`src/design/cft_pkg.sv`:
```
// ----------------------------------------------------------------------------
// cft_pkg
// Shared types and codes of the CSV field tokenizer: character codes, token
// kinds, the token and burst records and the configuration write record.
// ----------------------------------------------------------------------------
package cft_pkg;

	localparam logic [7:0] CH_LF    = 8'd10;
	localparam logic [7:0] CH_CR    = 8'd13;
	localparam logic [7:0] CH_QUOTE = 8'd34;

	localparam logic [7:0] SEPARATOR_RESET  = 8'd44;
	localparam logic [7:0] SKIP_LINES_RESET = 8'd0;

	// register indexes
	localparam int         CFG_INDEX_W    = 1;
	localparam logic [0:0] REG_SEPARATOR  = 1'b0;
	localparam logic [0:0] REG_SKIP_LINES = 1'b1;

	// token kinds
	localparam logic [1:0] KIND_VALUE  = 2'd0;
	localparam logic [1:0] KIND_FIELD  = 2'd1;
	localparam logic [1:0] KIND_RECORD = 2'd2;

	// one input byte yields at most this many tokens
	localparam int SLOTS   = 3;
	localparam int Q_DEPTH = 4;
	localparam int Q_PTR_W = $clog2(Q_DEPTH);
	localparam int Q_CNT_W = $clog2(Q_DEPTH + 1);

	typedef struct packed {
		logic [1:0] kind;
		logic [7:0] value;
		logic       dropped;
	} token_t;

	// tokens of one input byte, slot order is emission order
	typedef struct packed {
		logic   [SLOTS-1:0] valid;
		token_t [SLOTS-1:0] tok;
	} burst_t;

	typedef struct packed {
		logic                   en;
		logic [CFG_INDEX_W-1:0] index;
		logic [7:0]             data;
	} cfg_wr_t;

endpackage

```
`src/design/cft_front.sv`:
```
// ----------------------------------------------------------------------------
// cft_front
// Accepts text bytes, tracks line skipping, CR folding and quote state, and
// turns each byte into a burst of up to three tokens for the queue.
// ----------------------------------------------------------------------------
module cft_front (
	input  logic            clk,
	input  logic            arst_n,
	input  cft_pkg::cfg_wr_t cfg,
	input  logic            push,
	output logic            full,
	input  logic [7:0]      text_byte,
	input  logic            end_of_text,
	output logic            q_wr,
	output cft_pkg::burst_t q_data,
	input  logic            q_full
);
	import cft_pkg::*;

	localparam logic [1:0] MODE_NORMAL = 2'd0;
	localparam logic [1:0] MODE_QUOTED = 2'd1;
	localparam logic [1:0] MODE_QSEEN  = 2'd2;

	typedef struct packed {
		logic [1:0] mode;
		logic       emit;
		token_t     tok;
	} feed_t;

	function automatic feed_t feed(input logic [1:0] mode, input logic [7:0] c,
	                               input logic [7:0] sep);
		feed_t      r;
		logic [1:0] m;
		logic       done;
		r.mode        = mode;
		r.emit        = 1'b0;
		r.tok.kind    = KIND_VALUE;
		r.tok.value   = '0;
		r.tok.dropped = 1'b0;
		m             = mode;
		done          = 1'b0;
		if (m == MODE_QSEEN) begin
			if (c == CH_QUOTE) begin
				// doubled quote: one literal quote, stay quoted
				r.emit      = 1'b1;
				r.tok.value = CH_QUOTE;
				r.mode      = MODE_QUOTED;
				done        = 1'b1;
			end else begin
				m = MODE_NORMAL;
			end
		end
		if (!done) begin
			if (m == MODE_QUOTED) begin
				if (c == CH_QUOTE) begin
					r.mode = MODE_QSEEN;
				end else begin
					r.emit      = 1'b1;
					r.tok.value = c;
				end
			end else begin
				r.mode = MODE_NORMAL;
				if (c == CH_LF) begin
					r.emit     = 1'b1;
					r.tok.kind = KIND_RECORD;
				end else if (c == sep) begin
					r.emit     = 1'b1;
					r.tok.kind = KIND_FIELD;
				end else if (c == CH_QUOTE) begin
					r.mode = MODE_QUOTED;
				end else begin
					r.emit      = 1'b1;
					r.tok.value = c;
				end
			end
		end
		return r;
	endfunction

	logic [7:0] separator_q;
	logic [7:0] skip_lines_q;
	logic [1:0] mode_q;
	logic       cr_held_q;
	logic [7:0] lines_q;

	logic       accept;
	logic       skipping;
	logic       use_a;
	logic       use_b;
	logic       use_d;
	logic [1:0] mode_a;
	logic [1:0] mode_b;
	feed_t      fa;
	feed_t      fb;

	assign full     = q_full;
	assign accept   = push && !q_full;
	assign skipping = lines_q < skip_lines_q;

	always_comb begin
		// held CR goes out first unless this byte folds it into LF
		use_a  = cr_held_q && (text_byte != CH_LF);
		fa     = feed(mode_q, CH_CR, separator_q);
		mode_a = use_a ? fa.mode : mode_q;
		// a new CR is held, except at end of text where it passes as data
		use_b  = (text_byte != CH_CR) || end_of_text;
		fb     = feed(mode_a, text_byte, separator_q);
		mode_b = use_b ? fb.mode : mode_a;
		// supply the missing final LF, or close an open quote as dropped
		use_d  = end_of_text && ((mode_b == MODE_QUOTED) || (text_byte != CH_LF));

		q_data.tok[0]         = fa.tok;
		q_data.tok[1]         = fb.tok;
		q_data.tok[2].kind    = KIND_RECORD;
		q_data.tok[2].value   = '0;
		q_data.tok[2].dropped = (mode_b == MODE_QUOTED);
		q_data.valid[0]       = !skipping && use_a && fa.emit;
		q_data.valid[1]       = !skipping && use_b && fb.emit;
		q_data.valid[2]       = !skipping && use_d;
		q_wr                  = accept && (|q_data.valid);
	end

	always_ff @(posedge clk or negedge arst_n) begin
		if (!arst_n) begin
			separator_q  <= SEPARATOR_RESET;
			skip_lines_q <= SKIP_LINES_RESET;
		end else if (cfg.en) begin
			case (cfg.index)
				REG_SEPARATOR:  separator_q  <= cfg.data;
				REG_SKIP_LINES: skip_lines_q <= cfg.data;
				default: ;
			endcase
		end
	end

	always_ff @(posedge clk or negedge arst_n) begin
		if (!arst_n) begin
			mode_q    <= MODE_NORMAL;
			cr_held_q <= 1'b0;
			lines_q   <= '0;
		end else if (accept) begin
			if (end_of_text) begin
				mode_q    <= MODE_NORMAL;
				cr_held_q <= 1'b0;
				lines_q   <= '0;
			end else if (skipping) begin
				if (text_byte == CH_LF) begin
					lines_q <= lines_q + 8'd1;
				end
			end else begin
				mode_q    <= mode_b;
				cr_held_q <= (text_byte == CH_CR);
			end
		end
	end

endmodule

```
`src/design/cft_queue.sv`:
```
// ----------------------------------------------------------------------------
// cft_queue
// Short burst queue between the front and the back; each entry holds all
// tokens of one input byte.
// ----------------------------------------------------------------------------
module cft_queue (
	input  logic            clk,
	input  logic            arst_n,
	input  logic            wr,
	input  cft_pkg::burst_t wr_data,
	output logic            q_full,
	input  logic            rd,
	output cft_pkg::burst_t head,
	output logic            nonempty
);
	import cft_pkg::*;

	burst_t               mem_q [Q_DEPTH];
	logic [Q_PTR_W-1:0]   wr_ptr_q;
	logic [Q_PTR_W-1:0]   rd_ptr_q;
	logic [Q_CNT_W-1:0]   count_q;

	assign q_full   = (count_q == Q_CNT_W'(Q_DEPTH));
	assign nonempty = (count_q != '0);
	assign head     = mem_q[rd_ptr_q];

	always_ff @(posedge clk) begin
		if (wr) begin
			mem_q[wr_ptr_q] <= wr_data;
		end
	end

	always_ff @(posedge clk or negedge arst_n) begin
		if (!arst_n) begin
			wr_ptr_q <= '0;
			rd_ptr_q <= '0;
			count_q  <= '0;
		end else begin
			if (wr) begin
				wr_ptr_q <= wr_ptr_q + 1'b1;
			end
			if (rd) begin
				rd_ptr_q <= rd_ptr_q + 1'b1;
			end
			case ({wr, rd})
				2'b10:   count_q <= count_q + 1'b1;
				2'b01:   count_q <= count_q - 1'b1;
				default: count_q <= count_q;
			endcase
		end
	end

endmodule

```
`src/design/cft_back.sv`:
```
// ----------------------------------------------------------------------------
// cft_back
// Walks the head burst one token a cycle into the output register while that
// register is free or popped, marks the final token of each burst and releases
// the entry after it.
module cft_back (
	input  logic            clk,
	input  logic            arst_n,
	input  cft_pkg::burst_t head,
	input  logic            nonempty,
	output logic            rd,
	input  logic            pop,
	output logic            empty,
	output logic [1:0]      token_kind,
	output logic [7:0]      value_byte,
	output logic            record_dropped,
	output logic            last_of_run
);
	import cft_pkg::*;

	logic [SLOTS-1:0] done_q;
	logic             out_valid_q;
	token_t           out_tok_q;
	logic             out_last_q;

	logic [SLOTS-1:0] avail;
	logic [SLOTS-1:0] pick;
	logic             last;
	logic             load;
	token_t           tok;

	always_comb begin
		avail = head.valid & ~done_q;
		pick  = avail & (~avail + 1'b1);
		last  = ((avail & ~pick) == '0);
		if (pick[0]) begin
			tok = head.tok[0];
		end else if (pick[1]) begin
			tok = head.tok[1];
		end else begin
			tok = head.tok[2];
		end
	end

	assign load = nonempty && (!out_valid_q || pop);
	assign rd   = load && last;

	always_ff @(posedge clk or negedge arst_n) begin
		if (!arst_n) begin
			done_q      <= '0;
			out_valid_q <= 1'b0;
		end else begin
			if (load) begin
				done_q <= last ? '0 : (done_q | pick);
			end
			if (load) begin
				out_valid_q <= 1'b1;
			end else if (pop) begin
				out_valid_q <= 1'b0;
			end
		end
	end

	always_ff @(posedge clk) begin
		if (load) begin
			out_tok_q  <= tok;
			out_last_q <= last;
		end
	end

	assign empty          = !out_valid_q;
	assign token_kind     = out_tok_q.kind;
	assign value_byte     = out_tok_q.value;
	assign record_dropped = out_tok_q.dropped;
	assign last_of_run    = out_last_q;

endmodule

```
`src/design/csv_field_tokenizer_unit.sv`:
```
// ----------------------------------------------------------------------------
// csv_field_tokenizer_unit
// Streaming CSV tokenizer: one text byte in, value bytes, field ends and
// record ends out, with line skipping, CR LF folding and quoted fields.
// ----------------------------------------------------------------------------
//  channel   handshake              payload
//  input     push / full            text_byte, end_of_text
//  result    empty / pop            token_kind, value_byte, record_dropped,
//                                   last_of_run
//  config    write_enable           reg_index, write_data
//
// A byte is taken every cycle while the burst queue has room; its tokens
// (zero to three) go via a queue entry into the output register and leave
// one per cycle while the output is popped, so the back side sets the rate
// when bursts of more than one token come in a row.
// Reset clears the parse state, the queue and the output valid flag.
// A stalled output holds the queue; full rises once all four entries wait.
// ----------------------------------------------------------------------------
module csv_field_tokenizer_unit (
	input  logic                            clk,
	input  logic                            arst_n,
	input  logic                            push,
	output logic                            full,
	input  logic [7:0]                      text_byte,
	input  logic                            end_of_text,
	output logic                            empty,
	input  logic                            pop,
	output logic [1:0]                      token_kind,
	output logic [7:0]                      value_byte,
	output logic                            record_dropped,
	output logic                            last_of_run,
	input  logic                            write_enable,
	input  logic [cft_pkg::CFG_INDEX_W-1:0] reg_index,
	input  logic [7:0]                      write_data
);
	import cft_pkg::*;

	cfg_wr_t cfg;
	burst_t  q_data;
	burst_t  head;
	logic    q_wr;
	logic    q_full;
	logic    q_rd;
	logic    q_nonempty;

	assign cfg.en    = write_enable;
	assign cfg.index = reg_index;
	assign cfg.data  = write_data;

	cft_front u_front (
		.clk         (clk),
		.arst_n      (arst_n),
		.cfg         (cfg),
		.push        (push),
		.full        (full),
		.text_byte   (text_byte),
		.end_of_text (end_of_text),
		.q_wr        (q_wr),
		.q_data      (q_data),
		.q_full      (q_full)
	);

	cft_queue u_queue (
		.clk      (clk),
		.arst_n   (arst_n),
		.wr       (q_wr),
		.wr_data  (q_data),
		.q_full   (q_full),
		.rd       (q_rd),
		.head     (head),
		.nonempty (q_nonempty)
	);

	cft_back u_back (
		.clk            (clk),
		.arst_n         (arst_n),
		.head           (head),
		.nonempty       (q_nonempty),
		.rd             (q_rd),
		.pop            (pop),
		.empty          (empty),
		.token_kind     (token_kind),
		.value_byte     (value_byte),
		.record_dropped (record_dropped),
		.last_of_run    (last_of_run)
	);

	a_no_write_when_full : assert property (@(posedge clk) disable iff (!arst_n)
		q_wr |-> !q_full)
		else $error("burst written into a full queue");

	a_no_read_when_empty : assert property (@(posedge clk) disable iff (!arst_n)
		q_rd |-> q_nonempty)
		else $error("burst released from an empty queue");

	a_queued_burst_nonempty : assert property (@(posedge clk) disable iff (!arst_n)
		q_wr |-> (q_data.valid != '0))
		else $error("burst without tokens queued");

	a_dropped_on_record : assert property (@(posedge clk) disable iff (!arst_n)
		(!empty && record_dropped) |-> (token_kind == KIND_RECORD && last_of_run))
		else $error("dropped flag outside a final record end");

	a_value_zero : assert property (@(posedge clk) disable iff (!arst_n)
		(!empty && token_kind != KIND_VALUE) |-> (value_byte == 8'd0))
		else $error("nonzero value byte on a field or record end");

endmodule
```
`config.mk`:
```
export PLATFORM = sky130hd
export DESIGN_NAME = csv_field_tokenizer_unit
export DESIGN_NICKNAME = d
export VERILOG_FILES = /design/src/design/cft_pkg.sv /design/src/design/cft_front.sv /design/src/design/cft_queue.sv /design/src/design/cft_back.sv /design/src/design/csv_field_tokenizer_unit.sv
export SDC_FILE = /design/constraint.sdc
export NUM_CORES = 1
export LEC_CHECK = 0
export BUFFER_PORTS_ARGS = -buffer_cell sky130_fd_sc_hd__buf_2
export CORE_UTILIZATION = 55
export CTS_CLUSTER_DIAMETER = 80
export CTS_CLUSTER_SIZE = 24
export DETAILED_ROUTE_END_ITERATION = 10
export PLACE_DENSITY = 0.72
export SLEW_MARGIN = 10
export SYNTH_ARGS = -nofsm -noshare
export SYNTH_HDL_FRONTEND = slang
export SYNTH_HIERARCHICAL = 1
export SYNTH_SLANG_ARGS = --single-unit
```
`constraint.sdc`:
```
create_clock -name clk -period 6.5 [get_ports clk]
set_input_delay 0.325 -clock clk [delete_from_list [all_inputs] [get_ports clk]]
set_output_delay 0.325 -clock clk [all_outputs]
set_load 0.01 [all_outputs]
```
# Word level (Yosys, flattened, before mapping)
# Memories as Yosys holds them, arrays and structs flattened.
# Index checks and enable logic that the tools add are counted.
totals:
  register_bits: 50
  mem_bits_rw: 92
  input_bits: 23
  out_inout_bits: 14
  elab_cells: 119
  mem_count: 1
mem_list:
  columns: ["name", "words", "word_bits", "read_ports", "rd_ports_with_merged_regs", "write_ports", "line_no", "source"]
  rows:
  - ["u_queue.mem_q", 4, 23, 1, 0, 1, "cft_queue.sv:18", "burst_t mem_q [Q_DEPTH];"]
classes:
  add_sub_neg: 6
  n_lt_le_gt_ge: 1
  eq_ne: 16
  n_mux: 46
  bitwise_logic: 8
  n_reduce_logical: 27
op_table:
  columns: ["cell", "count"]
  rows:
  - ["two-way mux 8 bit", 9]
  - ["two-way mux 2 bit", 12]
  - ["two-way mux 11 bit", 2]
  - ["== test 8 x 4 -> 1 bit, second input constant", 2]
  - ["inequality test 8 x 4 -> 1 bit, second input constant", 2]
  - ["two-way mux 3 bit", 5]
  - ["two-way mux 1 bit", 14]
  - ["two-way mux 13 bit", 1]
  - ["logical AND 1 bit", 10]
  - ["AND 3 bit", 3]
  - ["NOT 3 bit", 3]
  - ["adder 8 x 1 -> 8 bit, second input constant", 1]
  - ["== test 2 x 1 -> 1 bit, second input constant", 4]
  - ["== test 4 x 8 -> 1 bit, first input constant", 1]
  - ["== test 8 x 6 -> 1 bit, second input constant", 1]
  - ["== test 8 bit", 1]
  - ["less-than comparator 8 bit", 1]
  - ["nonzero test 2 bit", 4]
  - ["adder 3 x 1 -> 3 bit, second input constant", 2]
  - ["== test 2 bit, second input constant", 3]
  - ["two-way mux 6 bit", 1]
  - ["case mux 3 bit (2 select lines)", 1]
  - ["AND reduction 2 bit", 3]
  - ["adder 2 x 1 -> 2 bit, second input constant", 2]
  - ["12 further kinds", 16]

# Depth between registers and ports, before layout
# Gate-level depths: netlist of the first run.
depth:
  ltp_word: 21
  mapped_depth: 13
  ltp_nobuf: 13

# Modules after synthesis
# The synthesis of the first run kept the hierarchy.
by_module_without_submodules:
  columns: ["mod", "n_inst", "cells_each", "area_per_inst_um2"]
  rows:
  - ["cft_queue", 1, 221, 5601.6]
  - ["cft_front", 1, 206, 1923.1]
  - ["cft_back", 1, 71, 844.6]

# Worst setup path before layout of the first run
# No wires, ideal clock.
synth_path:
  path_kind: "register to register"
  from: "register u_front.lines_q[3]"
  to: "memory u_queue/mem_q[0][0] (netlist bit) (enable)"
  setup_ps: 397
  arrival_time_ps: 2451
  required_ps: 6103
  path_slack_ps: 3652
  stages_incl_launch_ff: 8
  n_path_buf: 0
  path_cell_list: "dfrtp_1 > ha_1 > o21ai_0 > a21oi_1 > a211oi_2 > nor2_1 > o21a_1 > and2_1"
synth_between:
  elab_chain_cells: 8
  word_cells_on_any_way: 10
synth_lines:
  columns: ["item", "line_no", "source"]
  rows:
  - ["from (decl)", "cft_front.sv:84", "logic [7:0] lines_q;"]
  - ["from (signal assigned)", "cft_front.sv:148", "lines_q <= lines_q + 8'd1;"]
  - ["less-than comparator 8 bit (*)", "cft_front.sv:98", "assign skipping = lines_q < skip_lines_q;"]
  - ["zero test 1 bit (*)", "cft_front.sv:117, cft_front.sv:118, cft_front.sv:119", null]
  - ["logical AND 1 bit (2 in a row)", "cft_front.sv:118", "q_data.valid[1] = !skipping && use_b && fb.emit;"]
  - ["OR reduction 3 bit (*)", "cft_front.sv:120", "q_wr = accept && (|q_data.valid);"]
  - ["logical AND 1 bit (*)", "cft_front.sv:120", null]
  - ["via q_wr", "csv_field_tokenizer_unit.sv:41", "logic q_wr;"]
  - ["two-way mux 1 bit (*)", "cft_queue.sv:28", "if (wr) begin"]
  - ["two-way mux 1 bit (implied by the code) (*)", "cft_queue.sv:29", "mem_q[wr_ptr_q] <= wr_data;"]
  - ["to (decl)", "cft_queue.sv:18", null]
# Mark *: on every way through the listed nets, which the timed path passes. The rest lies on a longest branch.

==> results of run 1 <==
-- critical path, cell delays in order, from the launching register on --
cell and delay (ns):
dfrtp_1 1.03, buf_4 0.41, mux4_2 0.27, nand2b_4 0.19
maj3_2 0.38, and2_1 0.18, ha_1 0.22, fa_1 0.38
xnor2_1 0.16, nor2_1 0.06, xor2_1 0.14
-- Yosys cell counts, drive strengths merged, types with 2 or more instances --
cell      n
a2111o    2
clkbuf    5
mux4     36
a211oi    2
ha       13
nand2b    9
o21ai     5
mux2     17
mux2i    11
nand4    11
nand2    10
nor2b     3
and2     14
buf      34
a32o      3
conb      2
a21oi    21
o21a      2
xnor2     4
nor3b     2
edfxtp  156
inv      20
a22o      2
dfstp     3
and3      4
o31ai     2
nor4b     4
o211ai    3
a31o      6
nand3     4
dfrtp    35
nor2     26
xor2     11
nor3      4
-- layer usage --
metal,vias up,part of all wire [%],GRT usage (%)
met5,-,0,0
met4,0,1.4,7.747
met3,14,4.6,3.937
met2,111,49,31.94
met1,2140,45,26.02
li1,1971,-,-
-- sequential cells by signal, summed over array words and instances, names as in the netlist --
signal,flops
u_queue/mem_q,144
u_queue/count_q,3
u_queue/rd_ptr_q,2
u_front/mode_q,2
u_back/out_valid_q,1
u_front/skip_lines_q,8
u_back/last_of_run,1
u_back/done_q,3
u_front/cr_held_q,1
u_front/lines_q,8
u_back/record_dropped,1
u_back/value_byte,8
u_front/separator_q,8
u_back/token_kind,2
u_queue/wr_ptr_q,2
-- stage by stage --
step                hold WS (ns)  std cells  area [um^2]  util [%]  total power, mW
floorplan                0.02941        514         8429         -            2.225
global placement          0.4685        701         8583     58.39            2.348
detailed placement        0.4628        701         8583     58.39            2.365
CTS                      0.01607        732         9087     61.82            3.264
global route             0.06639        732         9087     61.82            3.396
finish                  0.003518        732         9087     61.82            3.232
-- power by group through the flow --
stage	Sequential, mW	Clock, mW	Combinational, mW
2_1_floorplan	1.55	0	0.675
3_3_place_gp	1.60	0	0.752
3_5_place_dp	1.60	0	0.768
4_1_cts	1.57	0.919	0.772
5_1_grt	1.58	0.971	0.841
6_report	1.57	0.904	0.761
-- area by class of cell --
type	instances	share of cell area (%)
sequential	194	62.07
multi-input combinational	261	26.55
clock buffer	21	4.846
tap	184	2.533
timing repair buffer	42	2.478
inverter	20	0.8261
clock inverter	10	0.7022
-- final timing paths --
path	startpoint	endpoint	slack, ns
min reg2reg	u_queue/count_q[2]	u_queue/count_q[2]	0.48
max in group asynchronous	arst_n	u_queue/rd_ptr_q[0]	5.91
min	arst_n	u_front/skip_lines_q[6]	0.004
max	u_queue/rd_ptr_q[1]	u_queue/count_q[2]	2.95
max reg2reg	u_queue/rd_ptr_q[1]	u_queue/count_q[2]	2.95
min in group clk	write_data[7]	u_front/separator_q[7]	0.14
-- cell families (layout without fill, tap and decap cells) --
family	Yosys count	after routing	synth area share, %
muxes	64	64	13.29
xor gates and xnor gates	15	15	1.570
buffers and inverters	59	93	4.515
AOI/OAI and AO/OA	54	54	4.470
other	2	18	0.08973
DFF	194	194	67.38
adders and majority gates	15	15	2.317
and+or+nand+nor	95	95	6.369
==> run metrics, run 1 <==
status=complete, but fails checks; failing checks=design-rule violations; post-route clock period utilization=54.57%; Clk network pwr share=28.0%; Final Skew=0.006512 ns; Setup WS post-layout=2.953 ns; clock slew at reported path FFs=0.06 ns; Max-cap violations=0; Diodes inserted=0; IO Pins=37; Clock Latency Late Sink=0.43 ns; worst min path class=in -> async; largest net degree at the start of global routing=39; Comb power frac=23.5%; Core Region=0.01470 mm^2; asr flop ratio synth=19.59%; all-layer global routing usage=19.53%; min Tclk post-route=3.547 ns; via density per instance=5.787; H-Tree Depth=4; Layout fillers=1042; Pre-antenna DRT Iters=7; GRT overflow=0; CTS root buf=clkbuf_16; final hold vios=0; post-synth cell types=53; critical path type=reg -> reg; Setup Fix Bufs, Post-CTS=0; # nets final=573; Net Sw Frac=27.77%; post-synth top area share=55.97%; Worst R2R Path Depth=10; commonest cells after routing, fill and taps aside=edfxtp_1, buf_2, mux4_2, dfrtp_1, nor2_1; Max transition margin=30.42%; routed wire length per instance=18.99 um; Worst Max-Slew Pin Slew=1.044 ns; synth warn=6; Final HPWL DP=8820 um; Syn Std Cell Area=0.008369 mm^2; Worst Path Max Fanout=27; WL final=13900 um; fmax=281.9 MHz; Synth area leader=edfxtp_1; max-slew violation count=0; RD Place Congestion=0.8072; Initial DRC Count=259; largest cells by area after synthesis=edfxtp_1, dfrtp_1, mux4_2; PortBufs=36; most common cell after layout, fill and taps aside=edfxtp_1; die span in y=125.4 um; static leakage=3.252 nW; Longest Clk Path Bufs=2; Sequential Power Share=48.5%; pwr dens=355.7 mW/mm^2; P&R area growth vs syn=8.581%; #FFs+latches synth=194; VDD IR max=0.1963 mV; vias=4236; Num CTS Buffers=17; final setup TNS=0 ns; Cell Rows=44; layout cells sized above 1=24.27%; footprint of the multi-input gates=0.002412 mm^2; syn_area_per_cell=16.81 um^2; Setup crit end kind=flop; Gate Count Post-Synth=498; CTS tree=built; initial antenna violation count=0; CTS Hold Bufs=0; drc violations=4; WP data required=6.81 ns; Clock Sinks=194; setup violators final=0; initial core utilization=56.94%; CTS resizes=0; crit path DAT=3.86 ns; first-pass GRT wire length=22760 um; Reg area=0.005640 mm^2; Seq/Total Area, Yosys=67.38%; Net Switching=0.8977 mW; CP Launch Type=flop; vias in the first global route=4412; P_int=2.335 mW; Die Area=0.01571 mm^2; Primary FF master, synth=edfxtp_1; unrepaired setup endpoints after global routing=no; Die Width=125.4 um; Post-synth EDFFs=156; pre-CTS WS=2.918 ns; Routed Antenna Nets=0
No activity file was read; power rests on OpenSTA's default activity.
==> inputs of run 2 (changes only) <==
clock period = 3.35 ns   (was 6.5 ns; I/O delays follow)
==> run 2 against run 1 <==
The flow still finishes with violations (design-rule violations). Clock-buffer cell count is the same. Sequential share of layout area down 1.3 points. Via count up 1.9%. Combinational power up 110%. Global-route usage is 0.31 points lower. First-iteration DRC count up 32%. Highest routed layer unchanged.
==> run metrics, run 2 (synthesis gave the netlist of run 1 again) <==
status=complete, but fails checks; failing checks=design-rule violations; VDD IR max=0.4214 mV (+110%); worst min path class=in -> reg; CTS resizes=0 (unchanged); CP peak stage delay=0.44 ns (-0.59 ns); all-layer global routing usage=19.22% (-0.31 points); max FFs per register=144 (unchanged); GRT overflow=0 (unchanged); Longest Clk Path Bufs=2 (unchanged); crit-path cells=ha_1 > o21ai_0 > a21oi_1 > a211oi_2 > nor2_1 > o21a_1 > inv_1 > ha_1 > fa_1 > xnor2_1 > nor2_1 > xor2_1; Setup Fix Bufs, Post-CTS=0 (unchanged); met3 GRT Util=4.365% (+0.43 points); die span in y=125.4 um (unchanged); Worst R2R Path Depth=12 (+2); final hold vios=0 (unchanged); Worst Path Max Fanout=8 (-70%); first-pass GRT wire length=22610 um (-0.64%); global routing's busiest layer=met2; Crit path max-delay family=adder cells; largest net degree at the start of global routing=39 (unchanged); WP buf/inv=1 (unchanged); Worst Setup EP=u_queue/count_q[2]; via density per instance=5.788 (about the same); Power Total=6.365 mW (+97%); largest register by flop count=u_queue/mem_q; initial core utilization=56.94% (unchanged); Levels on crit path=12 (+2); commonest cells after routing, fill and taps aside=edfxtp_1, buf_2, mux4_2, dfrtp_1, nor2_1; clock slew at reported path FFs=0.06 ns (about the same); Crit. Startpoint=u_front/lines_q[2]; # nets final=586 (+2.3%); CTS tree=built; CTS root buf=clkbuf_16; Clock Latency Late Sink=0.43 ns (about the same); static leakage=3.336 nW (+2.6%); unrepaired setup endpoints after global routing=no; Diodes inserted=0 (unchanged); Final HPWL DP=8661 um (-1.8%); RD Place Congestion=0.8262 (+2.4%); CP Launch Type=flop; IO Pins=37 (unchanged); initial antenna violation count=0 (unchanged); Setup crit end kind=flop; Pre-antenna DRT Iters=10 (+3); Cells after DPL=707 (+0.86%); vias in the first global route=4466 (+1.2%); WP data required=3.66 ns (-3.15 ns); Die Area=0.01571 mm^2 (unchanged); Clock Sinks=194 (unchanged); CP max-delay cell=dfrtp_1; Die Width=125.4 um (unchanged); Final Skew=0.01283 ns (+0.006314 ns); crit path DAT=3.25 ns (-0.61 ns); Routed Antenna Nets=0 (unchanged); met1 Usage GRT=25.17% (-0.85 points); RR Startpoint=u_front/lines_q[2]; fmax=340.1 MHz (+21%); Cell Rows=44 (unchanged); PortBufs=36 (unchanged); fin cells=746 (+1.9%); Initial DRC Count=342 (+32%); layout cells sized above 1=25.80% (+1.5 points); vias=4318 (+1.9%); reg2reg setup slack=0.41 ns (-2.54 ns); setup violators final=0 (unchanged); drc violations=4 (unchanged); max-slew violation count=0 (unchanged); WL final=13620 um (-2.0%); Core Region=0.01470 mm^2 (unchanged); min Tclk post-route=2.940 ns (-0.6065 ns); met2 Use GR=32.04% (+0.099 points); final setup TNS=0 ns (unchanged); Worst Max-Slew Pin Slew=0.8702 ns (-0.1736 ns); Num CTS Buffers=17 (unchanged); critical path type=reg -> reg; Max transition margin=41.99% (+12 points); Max-cap violations=0 (unchanged); routed wire length per instance=18.26 um (-3.8%); pre-CTS WS=0.4832 ns (-2.435 ns); H-Tree Depth=4 (unchanged); P&R area growth vs syn=10.91%; pwr dens=685.7 mW/mm^2 (+93%); CTS Hold Bufs=7 (+7); R2R Path End=u_queue/count_q[2]; post-route clock period utilization=87.77% (+33 points); Setup WS post-layout=0.4096 ns (-2.543 ns); most common cell after layout, fill and taps aside=edfxtp_1
-- run 2: cell types whose count changed in the layout (fill, tap and decap cells not counted), moves of 2 or more --
| cell | before | now |
|---|---|---|
| buf_4 | 6 | 8 |
| clkinv_2 | 0 | 2 |
| buf_12 | 0 | 4 |
| clkinv_1 | 4 | 0 |
| dlygate4sd3_1 | 0 | 7 |
-- run 2: area by class of cell --
type	count	area, um^2
Inverter	20	75.07
Clock inverter	11	83.83
Multi-Input combinational cell	261	2412
Fill cell	1052	5416
Sequential cell	194	5640
Timing Repair Buffer	55	390.4
Clock buffer	21	450.4
Tap cell	184	230.2
-- run 2: worst min path at each step --
stage / startpoint / to / slack [ns] / cells past startpoint
floorplan: arst_n / u_back/done_q[0] / -0.13 / 0
global placement: arst_n / u_front/lines_q[6] / 0.31 / 1
detailed placement: arst_n / u_front/lines_q[7] / 0.32 / 1
CTS: write_data[2] / u_front/skip_lines_q[2] / 0.002 / 2
global route: write_data[3] / u_front/separator_q[3] / 0.008 / 2
finish: write_data[2] / u_front/skip_lines_q[2] / 0.02 / 2
-- run 2: worst reg2reg max path: stages, from the launching register on --
cell and delay, ns:
dfrtp_1 0.44, ha_1 0.30, o21ai_0 0.07, a21oi_1 0.26, a211oi_2 0.13, nor2_1 0.26, o21a_1 0.31, inv_1 0.07
ha_1 0.24, fa_1 0.38, xnor2_1 0.16, nor2_1 0.06, xor2_1 0.13
-- run 2: per-layer routing --
layer	part of all wire, %	wire, um	vias to the layer above
met5	0	0	-
met4	1.5	206	0
met3	4.2	575	21
met2	50	6829	114
met1	44	6009	2202
li1	-	-	1981
-- run 2: where the power goes --
| part | internal (mW) | leakage [nW] | switching (mW) | total (mW) |
|---|---|---|---|---|
| Sequential | 2.84 | 1.88 | 0.132 | 2.97 |
| Combinational | 0.786 | 1.21 | 0.791 | 1.58 |
| Clock | 0.973 | 0.250 | 0.847 | 1.82 |
| Total | 4.60 | 3.34 | 1.77 | 6.37 |
-- run 2: per-stage QoR --
stage / hold WS, ns / utilization, % / cell area [um^2]
5_1_grt: 0.008315 / 63.15 / 9283
6_report: 0.01617 / 63.15 / 9283
2_1_floorplan: -0.1281 / - / 8429
3_3_place_gp: 0.3148 / 59.04 / 8678
4_1_cts: 0.002422 / 63.15 / 9283
3_5_place_dp: 0.3235 / 59.04 / 8678
